<file path="config.mk">
export PLATFORM = sky130hd
export DESIGN_NAME = varint_codec_signed_unsigned
export DESIGN_NICKNAME = d
export VERILOG_FILES = /design/src/hw/rtl/vint_pkg.sv /design/src/hw/rtl/vint_ctrl.sv /design/src/hw/rtl/vint_dp.sv /design/src/hw/rtl/varint_codec_signed_unsigned.sv
export SDC_FILE = /design/constraint.sdc
export NUM_CORES = 1
export LEC_CHECK = 0
export BUFFER_PORTS_ARGS = -buffer_cell sky130_fd_sc_hd__buf_2
export CELL_PAD_IN_SITES_DETAIL_PLACEMENT = 0
export CELL_PAD_IN_SITES_GLOBAL_PLACEMENT = 1
export CORE_ASPECT_RATIO = 1.1
export CORE_UTILIZATION = 45
export DETAILED_ROUTE_END_ITERATION = 10
export PLACE_DENSITY_LB_ADDON = 0.08
export SLEW_MARGIN = 20
export SYNTH_ARGS = -nofsm -noshare
export SYNTH_HDL_FRONTEND = slang
export SYNTH_SLANG_ARGS = --single-unit
</file>
<file path="constraint.sdc">
create_clock -name clk -period 6.8 [get_ports clk]
set_input_delay 1.7 -clock clk [delete_from_list [all_inputs] [get_ports clk]]
set_output_delay 1.7 -clock clk [all_outputs]
set_load 0.005 [all_outputs]
</file>
<file path="src/hw/rtl/vint_pkg.sv">
// Shared types, command codes and value-width helpers for the varint codec.
// Used by vint_ctrl, vint_dp and varint_codec_signed_unsigned; depends on nothing.
package vint_pkg;

	// Width of the values the codec works on; 64 is the maximum.
	localparam int VALUE_BITS = 64;

	// Number of 7-bit groups needed to cover a full 64-bit value.
	localparam int NUM_GROUPS = 10;
	localparam int GROUP_BITS = 7;
	localparam int WORK_BITS  = NUM_GROUPS * GROUP_BITS;
	localparam int CNT_BITS   = $clog2(NUM_GROUPS);

	// Command codes carried by the input item.
	localparam logic [1:0] CMD_ENC_U = 2'd0;
	localparam logic [1:0] CMD_ENC_S = 2'd1;
	localparam logic [1:0] CMD_DEC_U = 2'd2;
	localparam logic [1:0] CMD_DEC_S = 2'd3;

	// Byte format bits.
	localparam int MORE_POS = 7;
	localparam int SIGN_POS = 6;

	typedef struct packed {
		logic [1:0]  command;
		logic [63:0] value;
		logic [7:0]  in_byte;
	} req_t;

	typedef struct packed {
		logic [7:0]  out_byte;
		logic        byte_valid;
		logic        last;
		logic [63:0] decoded_value;
		logic        value_valid;
	} rsp_t;

	// Commands from the controller to the datapath.
	typedef struct packed {
		logic load_enc;
		logic dec;
		logic emit;
	} ctrl_cmd_t;

	// Status from the datapath to the controller.
	typedef struct packed {
		logic out_free;
		logic last_group;
	} dp_status_t;

	// Keep only the low VALUE_BITS bits.
	function automatic logic [63:0] width_mask(input logic [63:0] x);
		logic [63:0] mask;
		mask = {64{1'b1}} >> (64 - VALUE_BITS);
		return x & mask;
	endfunction

	// Sign-extend from bit VALUE_BITS-1 to 64 bits.
	function automatic logic [63:0] sign_extend(input logic [63:0] x);
		logic [63:0] top;
		top = 64'(1) << (VALUE_BITS - 1);
		return (width_mask(x) ^ top) - top;
	endfunction

endpackage

</file>
<file path="src/hw/rtl/vint_ctrl.sv">
// Controller state machine of the varint codec: input handshake and encode sequencing.
// Depends on vint_pkg; drives vint_dp through ctrl_cmd_t and reads dp_status_t.
module vint_ctrl (
	input  logic                   clk,
	input  logic                   arst_n,
	input  logic                   req_valid,
	input  logic [1:0]             command,
	input  vint_pkg::dp_status_t   status,
	output logic                   req_stall,
	output vint_pkg::ctrl_cmd_t    cmd
);

	localparam logic ST_IDLE = 1'b0;
	localparam logic ST_EMIT = 1'b1;

	logic state_q;
	logic state_d;
	logic accept;
	logic is_dec;

	// An item is taken only when idle and the result register can take a result.
	assign req_stall = (state_q != ST_IDLE) || !status.out_free;
	assign accept    = req_valid && !req_stall;
	assign is_dec    = (command == vint_pkg::CMD_DEC_U) || (command == vint_pkg::CMD_DEC_S);

	// Command decode and next state.
	always_comb begin
		cmd      = '0;
		state_d  = state_q;
		case (state_q)
			ST_IDLE: begin
				if (accept) begin
					if (is_dec) begin
						cmd.dec = 1'b1;
					end else begin
						cmd.load_enc = 1'b1;
						state_d      = ST_EMIT;
					end
				end
			end
			ST_EMIT: begin
				if (status.out_free) begin
					cmd.emit = 1'b1;
					if (status.last_group) begin
						state_d = ST_IDLE;
					end
				end
			end
			default: begin
				state_d = ST_IDLE;
			end
		endcase
	end

	// State register.
	always_ff @(posedge clk or negedge arst_n) begin
		if (!arst_n) begin
			state_q <= ST_IDLE;
		end else begin
			state_q <= state_d;
		end
	end

endmodule

</file>
<file path="src/hw/rtl/vint_dp.sv">
// Datapath of the varint codec: group register, byte counter, decode accumulator
// and the result register. Depends on vint_pkg; commanded by vint_ctrl.
module vint_dp (
	input  logic                   clk,
	input  logic                   arst_n,
	input  vint_pkg::req_t         req,
	input  vint_pkg::ctrl_cmd_t    cmd,
	input  logic                   rsp_stall,
	output vint_pkg::dp_status_t   status,
	output logic                   rsp_valid,
	output vint_pkg::rsp_t         rsp
);

	localparam int GB = vint_pkg::GROUP_BITS;
	localparam int NG = vint_pkg::NUM_GROUPS;
	localparam int WB = vint_pkg::WORK_BITS;
	localparam int CB = vint_pkg::CNT_BITS;

	logic [63:0]   acc_q;
	logic [WB-1:0] work_q;
	logic          sign_q;
	logic          signed_q;
	logic [CB-1:0] cnt_q;
	logic          rvalid_q;
	vint_pkg::rsp_t rsp_q;

	logic          enc_signed;
	logic [63:0]   enc_val;
	logic          enc_neg;
	logic [63:0]   enc_mag;
	logic [WB-1:0] enc_work;
	logic [CB-1:0] enc_top;

	logic [GB-1:0] grp_sel;
	logic [7:0]    enc_byte;

	logic          dec_more;
	logic [63:0]   dec_u;
	logic [63:0]   dec_s;
	logic [63:0]   dec_val;

	// Encode setup: magnitude and group alignment. A signed value's lowest
	// group holds only six bits, so its magnitude is placed one bit up.
	always_comb begin
		enc_signed = (req.command == vint_pkg::CMD_ENC_S);
		enc_val    = enc_signed ? vint_pkg::sign_extend(req.value)
		                        : vint_pkg::width_mask(req.value);
		enc_neg    = enc_signed && enc_val[63];
		enc_mag    = enc_neg ? ~enc_val : enc_val;
		if (enc_signed) begin
			enc_work = {5'b0, enc_mag, 1'b0};
		end else begin
			enc_work = {6'b0, enc_mag};
		end
	end

	// Index of the most significant nonzero group above the lowest one.
	always_comb begin
		enc_top = '0;
		for (int g = 1; g < NG; g++) begin
			if (|enc_work[g*GB +: GB]) begin
				enc_top = CB'(g);
			end
		end
	end

	// Select the group that the counter points at.
	always_comb begin
		grp_sel = '0;
		for (int g = 0; g < NG; g++) begin
			if (cnt_q == CB'(g)) begin
				grp_sel = work_q[g*GB +: GB];
			end
		end
	end

	// Continuation bytes carry seven bits; the final byte carries the sign when signed.
	always_comb begin
		if (cnt_q != '0) begin
			enc_byte = {1'b1, grp_sel};
		end else if (signed_q) begin
			enc_byte = {1'b0, sign_q, work_q[6:1]};
		end else begin
			enc_byte = {1'b0, work_q[6:0]};
		end
	end

	// Decode of one byte against the accumulator.
	always_comb begin
		dec_more = req.in_byte[vint_pkg::MORE_POS];
		dec_u    = {acc_q[56:0], req.in_byte[6:0]};
		dec_s    = {acc_q[57:0], req.in_byte[5:0]} ^ {64{req.in_byte[vint_pkg::SIGN_POS]}};
		if (dec_more) begin
			dec_val = '0;
		end else if (req.command == vint_pkg::CMD_DEC_U) begin
			dec_val = vint_pkg::width_mask(dec_u);
		end else begin
			dec_val = vint_pkg::sign_extend(dec_s);
		end
	end

	// Decode accumulator: shifts on continuation bytes, clears on the terminal byte.
	always_ff @(posedge clk or negedge arst_n) begin
		if (!arst_n) begin
			acc_q <= '0;
		end else if (cmd.dec) begin
			if (dec_more) begin
				acc_q <= dec_u;
			end else begin
				acc_q <= '0;
			end
		end
	end

	// Group counter counts down from the top group to the final byte.
	always_ff @(posedge clk or negedge arst_n) begin
		if (!arst_n) begin
			cnt_q <= '0;
		end else if (cmd.load_enc) begin
			cnt_q <= enc_top;
		end else if (cmd.emit && (cnt_q != '0)) begin
			cnt_q <= cnt_q - CB'(1);
		end
	end

	// Encode operand registers.
	always_ff @(posedge clk) begin
		if (cmd.load_enc) begin
			work_q   <= enc_work;
			sign_q   <= enc_neg;
			signed_q <= enc_signed;
		end
	end

	// Result register valid flag.
	always_ff @(posedge clk or negedge arst_n) begin
		if (!arst_n) begin
			rvalid_q <= 1'b0;
		end else if (cmd.dec || cmd.emit) begin
			rvalid_q <= 1'b1;
		end else if (!rsp_stall) begin
			rvalid_q <= 1'b0;
		end
	end

	// Result register payload.
	always_ff @(posedge clk) begin
		if (cmd.dec) begin
			rsp_q.out_byte      <= '0;
			rsp_q.byte_valid    <= 1'b0;
			rsp_q.last          <= 1'b1;
			rsp_q.decoded_value <= dec_val;
			rsp_q.value_valid   <= !dec_more;
		end else if (cmd.emit) begin
			rsp_q.out_byte      <= enc_byte;
			rsp_q.byte_valid    <= 1'b1;
			rsp_q.last          <= (cnt_q == '0);
			rsp_q.decoded_value <= '0;
			rsp_q.value_valid   <= 1'b0;
		end
	end

	assign status.out_free   = !rvalid_q || !rsp_stall;
	assign status.last_group = (cnt_q == '0);
	assign rsp_valid         = rvalid_q;
	assign rsp               = rsp_q;

endmodule

</file>
<file path="src/hw/rtl/varint_codec_signed_unsigned.sv">
// Varint codec, most significant group first. Decode: one byte per item, result
// registered the cycle after acceptance, a new byte every cycle while output keeps up.
// Encode: an item yields n = 1 to 10 bytes, one per cycle from the group counter while
// output keeps up, then the next item is taken. Results sit in one output register.
// Reset (arst_n, asynchronous, active low) clears the accumulator, controller and valid.
module varint_codec_signed_unsigned (
	input  logic            clk,
	input  logic            arst_n,
	input  logic            req_valid,
	output logic            req_stall,
	input  vint_pkg::req_t  req,
	output logic            rsp_valid,
	input  logic            rsp_stall,
	output vint_pkg::rsp_t  rsp
);

	vint_pkg::ctrl_cmd_t  cmd;
	vint_pkg::dp_status_t status;

	// Controller: handshake and byte sequencing.
	vint_ctrl u_ctrl (
		.clk       (clk),
		.arst_n    (arst_n),
		.req_valid (req_valid),
		.command   (req.command),
		.status    (status),
		.req_stall (req_stall),
		.cmd       (cmd)
	);

	// Datapath: encode groups, decode accumulator and result register.
	vint_dp u_dp (
		.clk       (clk),
		.arst_n    (arst_n),
		.req       (req),
		.cmd       (cmd),
		.rsp_stall (rsp_stall),
		.status    (status),
		.rsp_valid (rsp_valid),
		.rsp       (rsp)
	);

endmodule
</file>
==> insert_results.sql <==
INSERT INTO impl_metrics (metric_group, metric, value, unit) VALUES
('global_routing', 'grtUsageMet2', '0.387', ''),
('worst_hold_path', 'holdPathStages', '2', ''),
('final_layout', 'nets', '1271', ''),
('die', 'die_y', '165', 'µm'),
('sta', 'layout_min_cycle_time', '4.26', 'ns'),
('place', 'place.port_buffers', '154', ''),
('final_layout', 'antenna_cells_inserted', '0', ''),
('die', 'floorplan.core_area', '23600', 'µm²'),
('yosys', 'yosys.area_share.xor_xnor', '0.105', ''),
('sta', 'finalMaxSlewViolations', '0', ''),
('setup_path', 'critical-path-max-stage-delay', '0.51', 'ns'),
('cts', 'cts.sink_count', '206', ''),
('detailed_routing', 'detail_route.drc_violations', '2', ''),
('sta', 'worst_pin_slew', '1.01', 'ns'),
('global_routing', 'antenna_violations_before_repair', '0', ''),
('place', 'place.gp.congestion', '0.799', ''),
('setup_path', 'required', '5.10', 'ns'),
('setup_path', 'ff2ff_path_depth', '9', ''),
('final_layout', 'instances_no_fill', '1509', ''),
('outcome', 'status', 'finished with violations', ''),
('setup_path', 'r2r_startpoint', 'u_dp.cnt_q[1]', ''),
('detailed_routing', 'routedWlPerCell', '17.3', 'µm'),
('die', 'placement_rows', '59', ''),
('detailed_routing', 'routed_wl', '26.2', 'mm'),
('yosys', 'syn-cell-area', '10800', 'µm²'),
('sta', 'rsz0062_at_grt', 'false', ''),
('sta', 'timing.slew.headroom', '0.323', ''),
('worst_hold_path', 'worstHoldPathType', 'reg -> reg', ''),
('yosys', 'synth_simple_gate_area_share', '0.161', ''),
('pwr', 'totalPowerFinal', '4.03', 'mW'),
('detailed_routing', 'initialDrtViolationCount', '502', ''),
('pwr', 'ir_worst_vdd', '0.000193', 'V'),
('cts', 'cts.reportedPaths.clkPinSlew', '0.06', 'ns'),
('yosys', 'post_synth_inst_count', '1085', ''),
('global_routing', 'grt_start_max_net_pins', '89', ''),
('sta', 'min_period_over_period', '0.626', ''),
('yosys', 'synth_compound_gate_area_share', '0.137', ''),
('yosys', 'ys_async_sr_fraction', '0.311', ''),
('sta', 'max_clock_freq', '235', 'MHz'),
('outcome', 'violations', 'design-rule violations', ''),
('worst_hold_path', 'worst_hold_startpoint', 'u_dp.acc_q[57]', ''),
('pwr', 'leakage', '5.06', 'nW'),
('yosys', 'synth_nets', '1168', ''),
('setup_path', 'critical_path.reg2reg.endpoint', 'u_dp.rsp[67]', ''),
('yosys', 'syn_area_per_cell', '9.96', 'µm²'),
('yosys', 'synth_enable_flop_cells', '132', ''),
('yosys', 'number_of_library_cell_types_mapped_by_synthesis', '55', ''),
('die', 'die-area', '24600', 'µm²'),
('detailed_routing', 'detail_route.first_pass.iterations', '8', ''),
('setup_path', 'worst-endpoint-arrival', '2.56', 'ns'),
('setup_path', 'critical_path.most_common_cell', 'sky130_fd_sc_hd__buf_2', ''),
('final_layout', 'drive_above_1_share', '0.186', ''),
('yosys', 'synth.yosys.seq_area_share', '0.533', ''),
('sta', 'finClkSkew', '0.00706', 'ns'),
('yosys', 'yosys.area_share.adder', '0.00579', ''),
('cts', 'max-clock-path-buffers', '3', ''),
('global_routing', 'overflow', '0', ''),
('sta', 'tns', '0', 'ns'),
('pwr', 'power_density', '326', 'nW/µm²'),
('final_layout', 'area_growth_syn_to_layout', '14.2', '%'),
('cts', 'cts_tree', 'yes', ''),
('cts', 'cts-resized-gates', '0', ''),
('detailed_routing', 'via_per_inst', '5.29', ''),
('yosys', 'synth_warnings', '0', ''),
('yosys', 'synth_top_family_by_area', 'simple AND/OR/NAND/NOR gates', ''),
('cts', 'post_cts_buffers', '0', ''),
('setup_path', 'timing.critical_path.to_type', 'primary output', ''),
('global_routing', 'global_route.peak_usage_layer', 'met2', ''),
('cts', 'clockRootBuffer', 'sky130_fd_sc_hd__clkbuf_16', ''),
('sta', 'count_of_endpoints_failing_setup_in_the_final_report', '0', ''),
('global_routing', 'grt_usage', '0.214', '');
## cells in the mapped netlist (11+ instances only)
| cell type | number | share of area |
|---|---|---|
| sky130_fd_sc_hd__mux2_2 | 11 | 0.011 |
| sky130_fd_sc_hd__xor2_1 | 14 | 0.011 |
| sky130_fd_sc_hd__o22ai_1 | 21 | 0.012 |
| sky130_fd_sc_hd__edfxtp_1 | 132 | 0.37 |
| sky130_fd_sc_hd__nor2_1 | 95 | 0.033 |
| sky130_fd_sc_hd__a211oi_1 | 62 | 0.043 |
| sky130_fd_sc_hd__a221oi_1 | 11 | 0.0089 |
| sky130_fd_sc_hd__a21oi_1 | 25 | 0.012 |
| sky130_fd_sc_hd__nor3_1 | 15 | 0.0069 |
| sky130_fd_sc_hd__dfrtp_1 | 64 | 0.15 |
| sky130_fd_sc_hd__a22oi_1 | 14 | 0.0097 |
| sky130_fd_sc_hd__xnor2_1 | 116 | 0.094 |
| sky130_fd_sc_hd__inv_1 | 21 | 0.0073 |
| sky130_fd_sc_hd__o21ai_0 | 42 | 0.019 |
| sky130_fd_sc_hd__clkbuf_1 | 60 | 0.021 |
| sky130_fd_sc_hd__nand3_1 | 61 | 0.028 |
| sky130_fd_sc_hd__nor2b_1 | 13 | 0.0075 |
| sky130_fd_sc_hd__nand2_1 | 191 | 0.066 |
## sequential cells by signal, indices dropped and copies added (netlist names)
register        flops
u_dp.signed_q       1
u_dp.cnt_q          4
u_dp.work_q        65
u_ctrl.state_q      1
u_dp.rsp_valid      1
u_dp.rsp           75
u_dp.acc_q         58
u_dp.sign_q         1
## cell type report
class                   instances  area, µm²
multi-input cells             768       4590
flip-flops and latches        206       5770
repair buffers                167        871
clock buffers                  35        621
inverters                      23       88.8
fillers                      2218      11300
clock inverters                 5       26.3
well taps                     305        382
## placed cells by master (no fill, tap or decap), types with 12 or more instances in the layout
cell	n
sky130_fd_sc_hd__nand2_1	190
sky130_fd_sc_hd__buf_2	153
sky130_fd_sc_hd__edfxtp_1	132
sky130_fd_sc_hd__xnor2_1	116
sky130_fd_sc_hd__nor2_1	94
sky130_fd_sc_hd__dfrtp_1	64
sky130_fd_sc_hd__a211oi_1	62
sky130_fd_sc_hd__nand3_1	60
sky130_fd_sc_hd__o21ai_0	42
sky130_fd_sc_hd__a21oi_1	25
sky130_fd_sc_hd__clkbuf_16	23
sky130_fd_sc_hd__inv_1	21
sky130_fd_sc_hd__o22ai_1	21
sky130_fd_sc_hd__nor3_1	15
sky130_fd_sc_hd__xor2_1	14
sky130_fd_sc_hd__a22oi_1	14
sky130_fd_sc_hd__buf_4	14
sky130_fd_sc_hd__nor2b_1	13
sky130_fd_sc_hd__clkbuf_1	12
## kinds of logic after synthesis
family | after synthesis
buffers and inverters | 111
adder cells (fa/ha/maj) | 5
flip-flops | 206
AND/OR/NAND/NOR | 402
multiplexers | 12
AO/OA/AOI/OAI | 218
XOR/XNOR | 130
other | 1
## critical path: cells and delay by family
kind,cells,cell delay (ns)
AOI/OAI and AO/OA,1,0.51
buffers and inverters,3,0.34
## where the power goes
group	total [mW]	leakage [nW]	internal (mW)	switching, mW
Sequential	1.84	2.21	1.66	0.179
Clock	1.09	0.311	0.625	0.470
Combinational	1.09	2.53	0.435	0.658
Total	4.03	5.06	2.72	1.31
## metal layers
layer,part of all wire,routed length (µm)
met1,0.43,11300
met2,0.51,13300
met3,0.035,910
met4,0.024,639
met5,0,0
## through the flow
stage / instance area, µm² / hold slack (ns) / util / setup WS [ns]
after floorplan: 10800 / 0.460 / - / 0.724
after global placement: 11700 / 0.459 / 0.495 / 2.40
after detailed placement: 11700 / 0.466 / 0.495 / 2.34
after CTS: 12300 / 0.482 / 0.523 / 2.50
after global routing: 12300 / 0.527 / 0.523 / 2.47
final: 12300 / 0.484 / 0.523 / 2.54
## worst max-delay path by stage
stage / start / to / slack, ns / cells after the start
after floorplan: rsp_stall / u_dp.cnt_q[1] / 0.72 / 7
after global placement: rsp_stall / u_dp.rsp[62] / 2.40 / 6
after detailed placement: rsp_stall / u_dp.rsp[0] / 2.34 / 6
after CTS: rsp_stall / req_stall / 2.50 / 4
after global routing: rsp_stall / req_stall / 2.47 / 4
final: rsp_stall / req_stall / 2.54 / 4
No activity file was read; power rests on OpenSTA's default activity.
